<file path="config.mk">
export PLATFORM = sky130hd
export DESIGN_NAME = xxtea_block_encrypt
export DESIGN_NICKNAME = d
export VERILOG_FILES = /design/src/xxtea_pkg.sv /design/src/xxtea_ram.sv /design/src/xxtea_datapath.sv /design/src/xxtea_ucode_seq.sv /design/src/xxtea_block_encrypt.sv
export SDC_FILE = /design/constraint.sdc
export NUM_CORES = 1
export LEC_CHECK = 0
export BUFFER_PORTS_ARGS = -buffer_cell sky130_fd_sc_hd__buf_2
export CAP_MARGIN = 20
export CORE_MARGIN = 2
export CORE_UTILIZATION = 50
export DETAILED_ROUTE_END_ITERATION = 10
export PLACE_DENSITY = 0.76
export REMOVE_ABC_BUFFERS = 1
export SYNTH_ARGS = -nofsm -noshare
export SYNTH_HDL_FRONTEND = slang
export SYNTH_HIERARCHICAL = 1
export SYNTH_SLANG_ARGS = --single-unit
</file>
<file path="constraint.sdc">
create_clock -name clock -period 5.45 [get_ports clock]
set_input_delay 0.2725 -clock clock [delete_from_list [all_inputs] [get_ports clock]]
set_output_delay 0.2725 -clock clock [all_outputs]
set_load 0.02 [all_outputs]
</file>
<file path="src/xxtea_pkg.sv">
// Shared constants, types and the control store for the XXTEA block encryptor.
package xxtea_pkg;

   localparam int unsigned MAX_WORDS = 8;
   localparam int unsigned WORD_W    = 32;
   localparam int unsigned KEY_WORDS = 4;
   localparam int unsigned IDX_W     = $clog2(MAX_WORDS);
   localparam int unsigned N_W       = $clog2(MAX_WORDS + 1);
   localparam int unsigned BW_W      = 4;
   localparam int unsigned CMP_W     = (N_W > BW_W) ? N_W : BW_W;
   localparam int unsigned ROUND_W   = 6;
   localparam int unsigned CSR_IDX_W = 3;
   localparam int unsigned STEP_W    = 4;

   localparam logic [WORD_W-1:0] DELTA = 32'h9e3779b9;
   localparam logic [BW_W-1:0] BLOCK_WORDS_RESET = BW_W'(MAX_WORDS);

   typedef logic [WORD_W-1:0] word_type;
   typedef word_type [KEY_WORDS-1:0] key_type;
   typedef logic [IDX_W-1:0] idx_type;
   typedef logic [N_W-1:0] count_type;
   typedef logic [ROUND_W-1:0] rounds_type;

   // register map
   typedef logic [CSR_IDX_W-1:0] csr_idx_type;
   localparam csr_idx_type CSR_KEY0        = 3'd0;
   localparam csr_idx_type CSR_KEY1        = 3'd1;
   localparam csr_idx_type CSR_KEY2        = 3'd2;
   localparam csr_idx_type CSR_KEY3        = 3'd3;
   localparam csr_idx_type CSR_BLOCK_WORDS = 3'd4;

   // control store addresses
   typedef logic [STEP_W-1:0] step_type;
   localparam step_type STEP_LOAD  = 4'd0;
   localparam step_type STEP_INIT  = 4'd1;
   localparam step_type STEP_WAIT  = 4'd2;
   localparam step_type STEP_PREV  = 4'd3;
   localparam step_type STEP_ROUND = 4'd4;
   localparam step_type STEP_READ  = 4'd5;
   localparam step_type STEP_MIX   = 4'd6;
   localparam step_type STEP_WRITE = 4'd7;
   localparam step_type STEP_RCHK  = 4'd8;
   localparam step_type STEP_ERD   = 4'd9;
   localparam step_type STEP_EMIT  = 4'd10;

   typedef enum logic [1:0] {SUM_HOLD, SUM_CLEAR, SUM_ADD} sum_op_type;
   typedef enum logic [1:0] {RND_HOLD, RND_LOAD, RND_DEC} rounds_op_type;
   typedef enum logic [1:0] {P_HOLD, P_ZERO, P_LAST, P_INC} p_op_type;
   typedef enum logic [1:0] {PREV_HOLD, PREV_RDATA, PREV_NEW} prev_op_type;
   typedef enum logic [2:0] {
      JMP_NEXT, JMP_LOAD, JMP_NOT_LAST, JMP_ROUNDS, JMP_EMIT
   } jump_type;

   typedef struct packed {
      logic          in_ready;
      logic          load_en;
      logic          rsp_valid;
      sum_op_type    sum_op;
      rounds_op_type rounds_op;
      p_op_type      p_op;
      prev_op_type   prev_op;
      logic          mx_load;
      logic          upd_write;
      jump_type      jump;
      step_type      target;
   } ucode_word_type;

   typedef struct packed {
      logic          load_en;
      sum_op_type    sum_op;
      rounds_op_type rounds_op;
      p_op_type      p_op;
      prev_op_type   prev_op;
      logic          mx_load;
      logic          upd_write;
   } dp_ctl_type;

   typedef struct packed {
      logic full;
      logic p_last;
      logic rounds_zero;
   } dp_status_type;

   localparam ucode_word_type UCODE_NOP = '{
      in_ready:  1'b0,
      load_en:   1'b0,
      rsp_valid: 1'b0,
      sum_op:    SUM_HOLD,
      rounds_op: RND_HOLD,
      p_op:      P_HOLD,
      prev_op:   PREV_HOLD,
      mx_load:   1'b0,
      upd_write: 1'b0,
      jump:      JMP_NEXT,
      target:    STEP_LOAD
   };

   function automatic ucode_word_type ucode_rom(input step_type step);
      ucode_word_type w;
      w = UCODE_NOP;
      case (step)
         STEP_LOAD: begin
            w.in_ready = 1'b1;
            w.load_en  = 1'b1;
            w.jump     = JMP_LOAD;
            w.target   = STEP_INIT;
         end
         STEP_INIT: begin
            w.sum_op    = SUM_CLEAR;
            w.rounds_op = RND_LOAD;
            w.p_op      = P_LAST;
         end
         STEP_WAIT: begin
            w.jump = JMP_NEXT;
         end
         STEP_PREV: begin
            w.prev_op = PREV_RDATA;
         end
         STEP_ROUND: begin
            w.sum_op    = SUM_ADD;
            w.rounds_op = RND_DEC;
            w.p_op      = P_ZERO;
         end
         STEP_READ: begin
            w.jump = JMP_NEXT;
         end
         STEP_MIX: begin
            w.mx_load = 1'b1;
         end
         STEP_WRITE: begin
            w.upd_write = 1'b1;
            w.prev_op   = PREV_NEW;
            w.p_op      = P_INC;
            w.jump      = JMP_NOT_LAST;
            w.target    = STEP_READ;
         end
         STEP_RCHK: begin
            w.p_op   = P_ZERO;
            w.jump   = JMP_ROUNDS;
            w.target = STEP_ROUND;
         end
         STEP_ERD: begin
            w.jump = JMP_NEXT;
         end
         STEP_EMIT: begin
            w.rsp_valid = 1'b1;
            w.p_op      = P_INC;
            w.jump      = JMP_EMIT;
            w.target    = STEP_ERD;
         end
         default: begin
            w.jump   = JMP_LOAD;
            w.target = STEP_LOAD;
         end
      endcase
      return w;
   endfunction

   // 6 + 52/n
   function automatic rounds_type rounds_for(input count_type n);
      rounds_type r;
      case (n) inside
         1:        r = 6'd58;
         2:        r = 6'd32;
         3:        r = 6'd23;
         4:        r = 6'd19;
         5:        r = 6'd16;
         6:        r = 6'd14;
         7:        r = 6'd13;
         8:        r = 6'd12;
         [9:10]:   r = 6'd11;
         [11:13]:  r = 6'd10;
         [14:17]:  r = 6'd9;
         [18:26]:  r = 6'd8;
         [27:52]:  r = 6'd7;
         default:  r = 6'd6;
      endcase
      return r;
   endfunction

endpackage

</file>
<file path="src/xxtea_ram.sv">
// Generic RAM: one write port, two read ports with registered read data.
module xxtea_ram #(
   parameter int unsigned WIDTH = 32,
   parameter int unsigned DEPTH = 8
) (
   input  logic                     clock,
   input  logic                     wr_en,
   input  logic [$clog2(DEPTH)-1:0] wr_addr,
   input  logic [WIDTH-1:0]         wr_data,
   input  logic [$clog2(DEPTH)-1:0] rd_addr_a,
   input  logic [$clog2(DEPTH)-1:0] rd_addr_b,
   output logic [WIDTH-1:0]         rd_data_a,
   output logic [WIDTH-1:0]         rd_data_b
);

   logic [WIDTH-1:0] mem_ff [DEPTH];

   always_ff @(posedge clock) begin
      if (wr_en) begin
         mem_ff[wr_addr] <= wr_data;
      end
      rd_data_a <= mem_ff[rd_addr_a];
      rd_data_b <= mem_ff[rd_addr_b];
   end

endmodule

</file>
<file path="src/xxtea_datapath.sv">
// Datapath: word store, round registers and the MX mixing unit.
module xxtea_datapath (
   input  logic                      clock,
   input  logic                      reset,
   input  xxtea_pkg::dp_ctl_type     ctl,
   output xxtea_pkg::dp_status_type  status,
   input  xxtea_pkg::key_type        key,
   input  logic [xxtea_pkg::BW_W-1:0] block_words,
   input  xxtea_pkg::word_type       plain_word,
   output xxtea_pkg::word_type       cipher_word
);

   xxtea_pkg::count_type  n;
   logic [xxtea_pkg::CMP_W-1:0] n_cmp;
   xxtea_pkg::idx_type    last_idx;
   xxtea_pkg::idx_type    next_idx;
   xxtea_pkg::count_type  count_inc;
   logic                  full;

   xxtea_pkg::idx_type    count_ff, count_in;
   xxtea_pkg::idx_type    p_ff, p_in;
   xxtea_pkg::word_type   sum_ff, sum_in;
   xxtea_pkg::rounds_type rounds_ff, rounds_in;
   xxtea_pkg::word_type   prev_ff, prev_in;
   xxtea_pkg::word_type   mx_ff, mx_in;

   xxtea_pkg::word_type   rdata_a, rdata_b;
   xxtea_pkg::word_type   new_word;
   logic [1:0]            kidx;

   logic                  wr_en;
   xxtea_pkg::idx_type    wr_addr;
   xxtea_pkg::word_type   wr_data;

   // effective block size: 0 acts as 1, above capacity clamps
   always_comb begin
      n_cmp = xxtea_pkg::CMP_W'(block_words);
      if (n_cmp == '0) begin
         n_cmp = xxtea_pkg::CMP_W'(1);
      end else if (n_cmp > xxtea_pkg::CMP_W'(xxtea_pkg::MAX_WORDS)) begin
         n_cmp = xxtea_pkg::CMP_W'(xxtea_pkg::MAX_WORDS);
      end
      n = xxtea_pkg::N_W'(n_cmp);
   end

   assign last_idx  = xxtea_pkg::IDX_W'(n - xxtea_pkg::N_W'(1));
   assign next_idx  = (p_ff == last_idx) ? '0 : p_ff + xxtea_pkg::IDX_W'(1);
   assign count_inc = xxtea_pkg::N_W'(count_ff) + xxtea_pkg::N_W'(1);
   assign full      = (count_inc >= n);

   assign status.full        = full;
   assign status.p_last      = (p_ff == last_idx);
   assign status.rounds_zero = (rounds_ff == '0);

   // MX: z is the previous word, y the right neighbor
   assign kidx  = xxtea_pkg::IDX_W >= 2 ? 2'(p_ff) ^ sum_ff[3:2] : 2'(p_ff) ^ sum_ff[3:2];
   assign mx_in = (((prev_ff >> 5) ^ (rdata_b << 2)) + ((rdata_b >> 3) ^ (prev_ff << 4)))
                  ^ ((sum_ff ^ rdata_b) + (key[kidx] ^ prev_ff));
   assign new_word = rdata_a + mx_ff;

   always_comb begin
      count_in = count_ff;
      if (ctl.load_en) begin
         count_in = full ? '0 : xxtea_pkg::IDX_W'(count_inc);
      end
   end

   always_comb begin
      case (ctl.p_op)
         xxtea_pkg::P_ZERO: p_in = '0;
         xxtea_pkg::P_LAST: p_in = last_idx;
         xxtea_pkg::P_INC:  p_in = p_ff + xxtea_pkg::IDX_W'(1);
         default:           p_in = p_ff;
      endcase
   end

   always_comb begin
      case (ctl.sum_op)
         xxtea_pkg::SUM_CLEAR: sum_in = '0;
         xxtea_pkg::SUM_ADD:   sum_in = sum_ff + xxtea_pkg::DELTA;
         default:              sum_in = sum_ff;
      endcase
   end

   always_comb begin
      case (ctl.rounds_op)
         xxtea_pkg::RND_LOAD: rounds_in = xxtea_pkg::rounds_for(n);
         xxtea_pkg::RND_DEC:  rounds_in = rounds_ff - xxtea_pkg::ROUND_W'(1);
         default:             rounds_in = rounds_ff;
      endcase
   end

   always_comb begin
      case (ctl.prev_op)
         xxtea_pkg::PREV_RDATA: prev_in = rdata_a;
         xxtea_pkg::PREV_NEW:   prev_in = new_word;
         default:               prev_in = prev_ff;
      endcase
   end

   always_ff @(posedge clock) begin
      if (reset) begin
         count_ff  <= '0;
         p_ff      <= '0;
         sum_ff    <= '0;
         rounds_ff <= '0;
         prev_ff   <= '0;
      end else begin
         count_ff  <= count_in;
         p_ff      <= p_in;
         sum_ff    <= sum_in;
         rounds_ff <= rounds_in;
         prev_ff   <= prev_in;
      end
   end

   always_ff @(posedge clock) begin
      mx_ff <= ctl.mx_load ? mx_in : mx_ff;
   end

   assign wr_en   = ctl.load_en | ctl.upd_write;
   assign wr_addr = ctl.load_en ? count_ff : p_ff;
   assign wr_data = ctl.load_en ? plain_word : new_word;

   xxtea_ram #(
      .WIDTH (xxtea_pkg::WORD_W),
      .DEPTH (xxtea_pkg::MAX_WORDS)
   ) u_store (
      .clock     (clock),
      .wr_en     (wr_en),
      .wr_addr   (wr_addr),
      .wr_data   (wr_data),
      .rd_addr_a (p_ff),
      .rd_addr_b (next_idx),
      .rd_data_a (rdata_a),
      .rd_data_b (rdata_b)
   );

   assign cipher_word = rdata_a;

   a_no_write_clash: assert property (@(posedge clock) disable iff (reset)
      ctl.upd_write |-> !ctl.load_en)
      else $error("load and update write in the same cycle");

   a_no_round_underflow: assert property (@(posedge clock) disable iff (reset)
      ctl.rounds_op == xxtea_pkg::RND_DEC |-> rounds_ff != '0)
      else $error("round counter decremented at zero");

   a_mix_before_write: assert property (@(posedge clock) disable iff (reset)
      ctl.upd_write |-> $past(ctl.mx_load))
      else $error("word written back without a fresh mix");

endmodule

</file>
<file path="src/xxtea_ucode_seq.sv">
// Microcode sequencer: step counter, control store lookup and jump logic.
module xxtea_ucode_seq (
   input  logic                      clock,
   input  logic                      reset,
   input  logic                      req_valid,
   output logic                      req_ready,
   output logic                      rsp_valid,
   input  logic                      rsp_ready,
   input  xxtea_pkg::dp_status_type  status,
   output xxtea_pkg::dp_ctl_type     ctl
);

   xxtea_pkg::step_type       step_ff, step_in;
   xxtea_pkg::ucode_word_type uword;
   logic                      in_xfer;
   logic                      out_xfer;

   assign uword    = xxtea_pkg::ucode_rom(step_ff);
   assign in_xfer  = req_valid & uword.in_ready;
   assign out_xfer = uword.rsp_valid & rsp_ready;

   // next step
   always_comb begin
      case (uword.jump)
         xxtea_pkg::JMP_LOAD:
            step_in = (in_xfer && status.full) ? uword.target : step_ff;
         xxtea_pkg::JMP_NOT_LAST:
            step_in = !status.p_last ? uword.target : step_ff + xxtea_pkg::STEP_W'(1);
         xxtea_pkg::JMP_ROUNDS:
            step_in = !status.rounds_zero ? uword.target
                                          : step_ff + xxtea_pkg::STEP_W'(1);
         xxtea_pkg::JMP_EMIT: begin
            if (!out_xfer) begin
               step_in = step_ff;
            end else begin
               step_in = status.p_last ? xxtea_pkg::STEP_LOAD : uword.target;
            end
         end
         default:
            step_in = step_ff + xxtea_pkg::STEP_W'(1);
      endcase
   end

   always_ff @(posedge clock) begin
      if (reset) begin
         step_ff <= xxtea_pkg::STEP_LOAD;
      end else begin
         step_ff <= step_in;
      end
   end

   // outputs; strobes that wait on a transfer are qualified here
   always_comb begin
      req_ready     = uword.in_ready;
      rsp_valid     = uword.rsp_valid;
      ctl.load_en   = uword.load_en & in_xfer;
      ctl.sum_op    = uword.sum_op;
      ctl.rounds_op = uword.rounds_op;
      ctl.p_op      = (uword.jump == xxtea_pkg::JMP_EMIT && !out_xfer) ? xxtea_pkg::P_HOLD
                                                                       : uword.p_op;
      ctl.prev_op   = uword.prev_op;
      ctl.mx_load   = uword.mx_load;
      ctl.upd_write = uword.upd_write;
   end

   a_full_starts_block: assert property (@(posedge clock) disable iff (reset)
      (in_xfer && status.full) |=> step_ff == xxtea_pkg::STEP_INIT)
      else $error("completed block did not start encryption");

   a_one_side_at_a_time: assert property (@(posedge clock) disable iff (reset)
      !(req_ready && rsp_valid))
      else $error("loading and emitting at once");

endmodule

</file>
<file path="src/xxtea_block_encrypt.sv">
// Top level of the XXTEA block encryptor: register file and core instances.
//
// Usage: plaintext words enter on req_plain_word with req_valid/req_ready,
// one transfer per cycle while loading. The csr port sets the 128-bit key
// (indexes 0..3) and the block size (index 4, 0 acts as 1, values above 8
// act as 8); write it only while the block is idle.
// Once the last word of a block is taken, req_ready drops and the core
// runs 6 + 52/n rounds, each round a sum step, then read, mix and write
// back steps per word, then a check step, all on a single MX unit and
// one two-read-port word store. Then the n ciphertext words leave on
// rsp_cipher_word, rsp_last_word marking the final one, each read from
// the store, then presented; no new block is taken until the last leaves.
// A stalled receiver holds the current word and freezes the sequencer.
// Reset (synchronous) clears the keys, sets the block size to 8 and drops
// any partly loaded block.
module xxtea_block_encrypt (
   input  logic                            clock,
   input  logic                            reset,
   input  logic                            req_valid,
   output logic                            req_ready,
   input  logic [31:0]                     req_plain_word,
   output logic                            rsp_valid,
   input  logic                            rsp_ready,
   output logic [31:0]                     rsp_cipher_word,
   output logic                            rsp_last_word,
   input  logic                            csr_wr_en,
   input  logic [xxtea_pkg::CSR_IDX_W-1:0] csr_index,
   input  logic [31:0]                     csr_wdata
);

   xxtea_pkg::key_type        key_ff, key_in;
   logic [xxtea_pkg::BW_W-1:0] block_words_ff, block_words_in;
   xxtea_pkg::dp_ctl_type     ctl;
   xxtea_pkg::dp_status_type  status;

   always_comb begin
      key_in         = key_ff;
      block_words_in = block_words_ff;
      if (csr_wr_en) begin
         case (csr_index)
            xxtea_pkg::CSR_KEY0:        key_in[0] = csr_wdata;
            xxtea_pkg::CSR_KEY1:        key_in[1] = csr_wdata;
            xxtea_pkg::CSR_KEY2:        key_in[2] = csr_wdata;
            xxtea_pkg::CSR_KEY3:        key_in[3] = csr_wdata;
            xxtea_pkg::CSR_BLOCK_WORDS: block_words_in = csr_wdata[xxtea_pkg::BW_W-1:0];
            default:                    key_in = key_ff;
         endcase
      end
   end

   always_ff @(posedge clock) begin
      if (reset) begin
         key_ff         <= '0;
         block_words_ff <= xxtea_pkg::BLOCK_WORDS_RESET;
      end else begin
         key_ff         <= key_in;
         block_words_ff <= block_words_in;
      end
   end

   xxtea_ucode_seq u_seq (
      .clock     (clock),
      .reset     (reset),
      .req_valid (req_valid),
      .req_ready (req_ready),
      .rsp_valid (rsp_valid),
      .rsp_ready (rsp_ready),
      .status    (status),
      .ctl       (ctl)
   );

   xxtea_datapath u_dp (
      .clock       (clock),
      .reset       (reset),
      .ctl         (ctl),
      .status      (status),
      .key         (key_ff),
      .block_words (block_words_ff),
      .plain_word  (req_plain_word),
      .cipher_word (rsp_cipher_word)
   );

   assign rsp_last_word = status.p_last;

endmodule
</file>
* After elaboration in Yosys (flattened, before gate mapping) *
Memory sizes are Yosys's and may differ from the RTL's. A register that Yosys moved wholly into a read port is not among the register bits.
Cells that the tools add are included.

cells by class
  eq/ne operators = 38
  reductions and logical operators = 25
  shift operators = 0
  magnitude comparators = 13
  div/mod/pow operators = 0
  add/subtract/negate cells = 9
  multiply operators = 0
  bitwise gates (word level) = 10
  muxes and demuxes = 43

operator list
  operator                                                         number
  case mux 32 bit (2 select lines)                                 2
  adder 32 bit                                                     3
  XOR 32 bit                                                       3
  two-way mux 6 bit                                                12
  binary-select mux 32 bit (select 2 bit)                          1
  two-way mux 32 bit                                               2
  adder 32 bit (second input constant)                             1
  equality test 4 x 3 -> 1 bit (second input constant)             8
  case mux 4 bit (4 select lines)                                  2
  XOR 27 x 32 -> 32 bit                                            1
  XOR 29 x 32 -> 32 bit                                            1
  two-way mux 4 bit                                                7
  equality test 4 x 2 -> 1 bit (second input constant)             4
  equality test 4 bit (second input constant)                      4
  equality test 3 x 2 -> 1 bit (second input constant)             4
  >= comparator 4 bit (second input constant)                      3
  case mux 3 bit (4 select lines)                                  1
  case mux 6 bit (2 select lines)                                  1
  AND reduction 2 bit                                              6
  equality test 2 bit (second input constant)                      5
  >= comparator 4 x 5 -> 1 bit (second input constant)             2
  less-or-equal comparator 4 x 5 -> 1 bit (second input constant)  2
  two-way mux 3 bit                                                3
  case mux 3 bit (3 select lines)                                  1
  other kinds (33)                                                 59

storage, ports and cells
  memories = 1
  bits in writable memories = 256
  logic and storage cells = 151
  output and inout bits = 35
  ROM bits = 0
  latch bits = 0
  bits in registers = 244
  input port bits = 72

memories
  name                 depth  width  rd ports  clocked after Yosys merged registers in  wr ports  line             text
  u_dp.u_store.mem_ff  8      32     2         2                                        1         xxtea_ram.sv:16  logic [WIDTH-1:0] mem_ff [DEPTH];

* Longest topological paths before layout *
  word-level depth = 19
  depth in mapped cells = 16
  mapped depth without buffers = 14

* Cells and area by module *
The synthesis kept the hierarchy.

by module, submodules not included
  module               seq. area each (µm²)  cells an instance  instances  area an instance (µm²)
  xxtea_ram            8,968.6               561                1          13,180.1
  xxtea_datapath       2,482.4               1,418              1          11,940.2
  xxtea_block_encrypt  2,642.5               469                1          5,241.3
  xxtea_ucode_seq      80.1                  81                 1          583.1

* Worst setup path before layout *
OpenSTA, ideal clock, no wires.

  path type = reg2reg
  start point = reg u_seq.step_ff[0]
  end point = mem u_dp.u_store.mem_ff[0][0] (enable)
  data arrival time = 4.385 ns
  buffers on the path = 3
  required time = 4.989 ns
  library setup time = 0.461 ns
  clock period less this slack = 4.846 ns
  stages on the path, launching flop included = 10
  slack = 0.604 ns
  path through = dfxtp_1 inv_1 ha_1 buf_2 and3_1 clkbuf_1 clkbuf_1 mux2_2 nand2b_1 nor3_1

RTL lines
  element                 line                   text
  start, declared         xxtea_ucode_seq.sv:13  xxtea_pkg::step_type step_ff, step_in;
  start signal, assigned  xxtea_ucode_seq.sv:46  step_ff <= xxtea_pkg::STEP_LOAD;
  start signal, assigned  xxtea_ucode_seq.sv:48  step_ff <= step_in;
  end, declared           xxtea_ram.sv:16

* Worst setup path after layout *
  start point = reg u_dp.sum_ff[2]
  end point = reg u_dp.mx_ff[31] (data pin)

on the way
  word-level cells in the longest chain between the ends = 6
  elaborated cells on any way between the ends = 7
  classes of those cells = add/sub (1); mux (2); bitwise (4)

ends and longest elaborated chain
  element                                   line                   text
  start, declared                           xxtea_datapath.sv:22   xxtea_pkg::word_type sum_ff, sum_in;
  start signal, assigned                    xxtea_datapath.sv:111  sum_ff <= sum_in;
  XOR 2 bit                                 xxtea_datapath.sv:56   assign kidx = xxtea_pkg::IDX_W >= 2 ? 2'(p_ff) ^ sum_ff[3:2] : 2'(p_ff) ^ sum_ff[3:2];
  binary-select mux 32 bit (select 2 bit)   xxtea_datapath.sv:58   ^ ((sum_ff ^ rdata_b) + (key[kidx] ^ prev_ff));
  two-way mux 32 bit (not written as such)  xxtea_datapath.sv:58
  XOR 32 bit                                xxtea_datapath.sv:58
  adder 32 bit *                            xxtea_datapath.sv:58
  XOR 32 bit *                              xxtea_datapath.sv:58
  via u_dp.mx_in[31]                        xxtea_datapath.sv:25   xxtea_pkg::word_type mx_ff, mx_in;
  end signal, assigned                      xxtea_datapath.sv:118  mx_ff <= ctl.mx_load ? mx_in : mx_ff;
  end, declared                             xxtea_datapath.sv:25

The timed path passes the listed nets; every way through them passes the cells marked *. The select of a mux whose other input is x is not followed.
A chain may end at the register's enable or synchronous reset.

==> metrics.cfg <==
[synth]
yosysUniqueCellTypes=89
synth_edf_count=288
synth_ff_type=edfxtp_1
synthCells=2529
synth_top_cell_area_share=0.279
async_flop_share=0
yosys_register_bits=564
syn-mean-instance-area_um2=12.2
synth_top_area_cell=edfxtp_1
synth_area_leaders=edfxtp_1, dfxtp_1, mux4_1
ys_seq_area_frac=0.458
yosys_warnings=6
netlist_area_mm2=0.0309

[outcome]
status=complete, no violations

[drt]
ant_nets=0
routed_wl_um=83200
drcViolationCount=0
drt_iter0_drc=2114
vias=21500
vias_per_cell=6.22
firstDrtPassIters=7
wire_per_inst_um=24.1

[power]
p_clk_frac=0.192
power_leakage_nw=13.5
combPwrFrac=0.490
p_per_area_mw_per_mm2=627
p_seq_frac=0.319
max-vdd-ir-drop_v=0.000396
total_power_mw=21.6
p_int_mw=13.0
p_sw_mw=8.54
swShare=0.396

[finish]
syn2layout_area_growth_pct=11.2
multiInputGateArea_mm2=0.0160
diodes=0
finalNetCount=2804
drive_gt1_frac=0.166
layout_common_cells=edfxtp_1, dfxtp_1, nand2b_1
final_common_cell=edfxtp_1
fillers=5026
layout.area.seq_mm2=0.0142

[setup_path]
path_cells=xnor2_2 -> buf_4 -> buf_4 -> mux4_2 -> xor2_1 -> ha_1 -> and3_1 -> and4_1 -> nand2_1 -> nor3_1 -> o21ai_0 -> o2bb2ai_1 -> o21ai_0 -> a221oi_1 -> xnor2_1
crit_arrival_ns=5.24
required_ns=5.81
crit_fanout=16
cpMaxStageDelayCell=mux4_2
r2r_slack_ns=0.57
worst_setup_path_start_kind=register
r2r_end=u_dp/mx_ff[31]
path_buf_inv=2
cp_slowest_stage_delay_ns=0.60
worstSetupPathType=register to register
timing.rr.start=u_dp/sum_ff[2]
crit_family=simple AND/OR/NAND/NOR gates
ff2ff_path_depth=15
end_kind=register

[timing]
layout_setup_ws_ns=0.568
finalMaxSlewViolations=0
fin_skew_ns=0.0216
tightest_slew_ns=1.12
hold_viol=0
fin_crit_ns=4.88
rsz0062_at_grt=false
relSlewSlack=0.251
setup_viol=0
min_period_over_period=0.896
fmax_ghz=0.205

[placed_design]
port_buffers=106
place_congestion=0.930
dp_slack_ns=0.691
dp_hpwl_um=57100

[floorplan]
core_area_mm2=0.0615
dieArea_mm2=0.0639
num_rows=91
boundaryPins=107
fp.dieH_um=253
start_util=0.503
die_w_um=253

[cts]
cts.sinks=564
cts_tree=yes
root_buffer=clkbuf_16
cts_resized=0
insertion_delay_ns=0.63
cts_max_level=2
cts_buffer_depth=3
clk_pin_slew_ns=0.06
cts_buffers=58

[global_route]
antenna_found_initial=1
grt_start_max_net_pins=160
overflow=0
grt_pass1_wl_um=126000
grt.total_usage=0.257
grt_pass1_vias=21400

[worst_hold_path]
worstHoldPathCells=3
min_from=csr_wdata[25]
min_delay_worst_endpoint=key_ff[25]
hp-class=input port to register

[run]
max_cap_violations=0

[registers in the layout, summed over array words and instances, names as in the netlist]
| name | flops |
|---|---|
| u_dp/u_store/rd_data_a | 32 |
| block_words_ff | 4 |
| u_dp/prev_ff | 32 |
| u_dp/mx_ff | 32 |
| u_dp/u_store/mem_ff | 256 |
| u_dp/count_ff | 3 |
| u_dp/sum_ff | 32 |
| u_dp/u_store/rd_data_b | 32 |
| u_dp/rounds_ff | 6 |
| u_dp/p_ff | 3 |
| u_seq/step_ff | 4 |
| key_ff | 128 |
[final cells by class]
type / instances / share of cell area
inverters: 49 / 0.00535
clock buffers: 71 / 0.0460
repair buffers: 158 / 0.0300
clock inverters: 38 / 0.0115
flip-flops and latches: 564 / 0.412
multi-input cells: 1785 / 0.466
well taps: 790 / 0.0287
[power groups by stage]
stage / registers [mW] / logic (mW) / clock network, mW
floorplan: 6.82 / 7.65 / 0
global placement: 6.92 / 10.1 / 0
detailed placement: 6.95 / 10.3 / 0
CTS: 6.87 / 10.4 / 4.18
global route: 6.93 / 11.4 / 4.36
finish: 6.88 / 10.6 / 4.13
[worst min-delay path: stages]
cell      delay [ns]
buf_2           0.08
nand2b_1        0.11
mux2i_1         0.14
[cell families after synthesis]
group | after synthesis | share of synthesized area
DFF | 564 | 0.458
adders and majority gates | 116 | 0.0476
muxes | 374 | 0.198
xor gates and xnor gates | 263 | 0.0749
buffers and inverters | 180 | 0.0281
and+or+nand+nor | 588 | 0.0999
AOI/OAI and AO/OA | 444 | 0.0932
[through the flow]
stage	setup TNS [ns]	cell area, µm²	util	instances	hold WS (ns)
CTS	0	34300	0.558	3452	0.00460
global route	0	34400	0.559	3455	0.0247
detailed placement	0	32200	0.524	3333	0.467
global placement	0	32200	0.524	3333	0.455
finish	0	34400	0.559	3455	0.0269
floorplan	-137.85	30300	-	2398	0.342
[routing by layer]
metal  global-route usage  part of all wire  wire (µm)  vias to the layer above
li1                     -                 -          -                     9689
met1                0.345              0.41      34500                    10800
met2                0.436              0.49      40700                      832
met3               0.0289             0.067       5570                      163
met4               0.0818             0.030       2520                        0
met5                    0                 0          0                        -
[cells in the mapped netlist, types with 10 or more instances]
master and count:
a211oi_1 23, a21o_1 39, a21oi_1 129, and2_1 11
and3_1 10, buf_1 18, buf_2 17, buf_4 12
buf_6 17, clkbuf_1 67, dfxtp_1 276, edfxtp_1 288
ha_1 113, inv_1 47, mux2_2 72, mux2i_1 142
mux4_1 80, mux4_2 80, nand2_1 108, nand2b_1 180
nand3_1 18, nand4_1 14, nor2_1 137, nor2b_1 12
nor3_1 37, nor4_1 11, o211ai_1 11, o21a_1 10
o21ai_0 114, o21bai_1 17, or3_1 14, xnor2_1 103
xor2_1 159
[worst max-delay path by stage]
stage	end	slack [ns]	startpoint	cells after the start
global route	u_dp/mx_ff[31]	0.29	u_dp/sum_ff[2]	15
global placement	u_dp/mx_ff[31]	0.82	u_dp/sum_ff[2]	15
floorplan	u_dp/mx_ff[30]	-2.73	u_dp/p_ff[0]	14
finish	u_dp/mx_ff[31]	0.57	u_dp/sum_ff[2]	15
detailed placement	u_dp/mx_ff[31]	0.69	u_dp/sum_ff[2]	15
CTS	u_dp/mx_ff[31]	0.66	u_dp/sum_ff[2]	15
[what timing repair did]
action	4_1_cts	5_1_grt
hold buffers	10	0
endpoints found under the hold margin	23	0
setup buffers	0	0
setup endpoints to repair	0	0
Power figures use the tool's default switching activity.
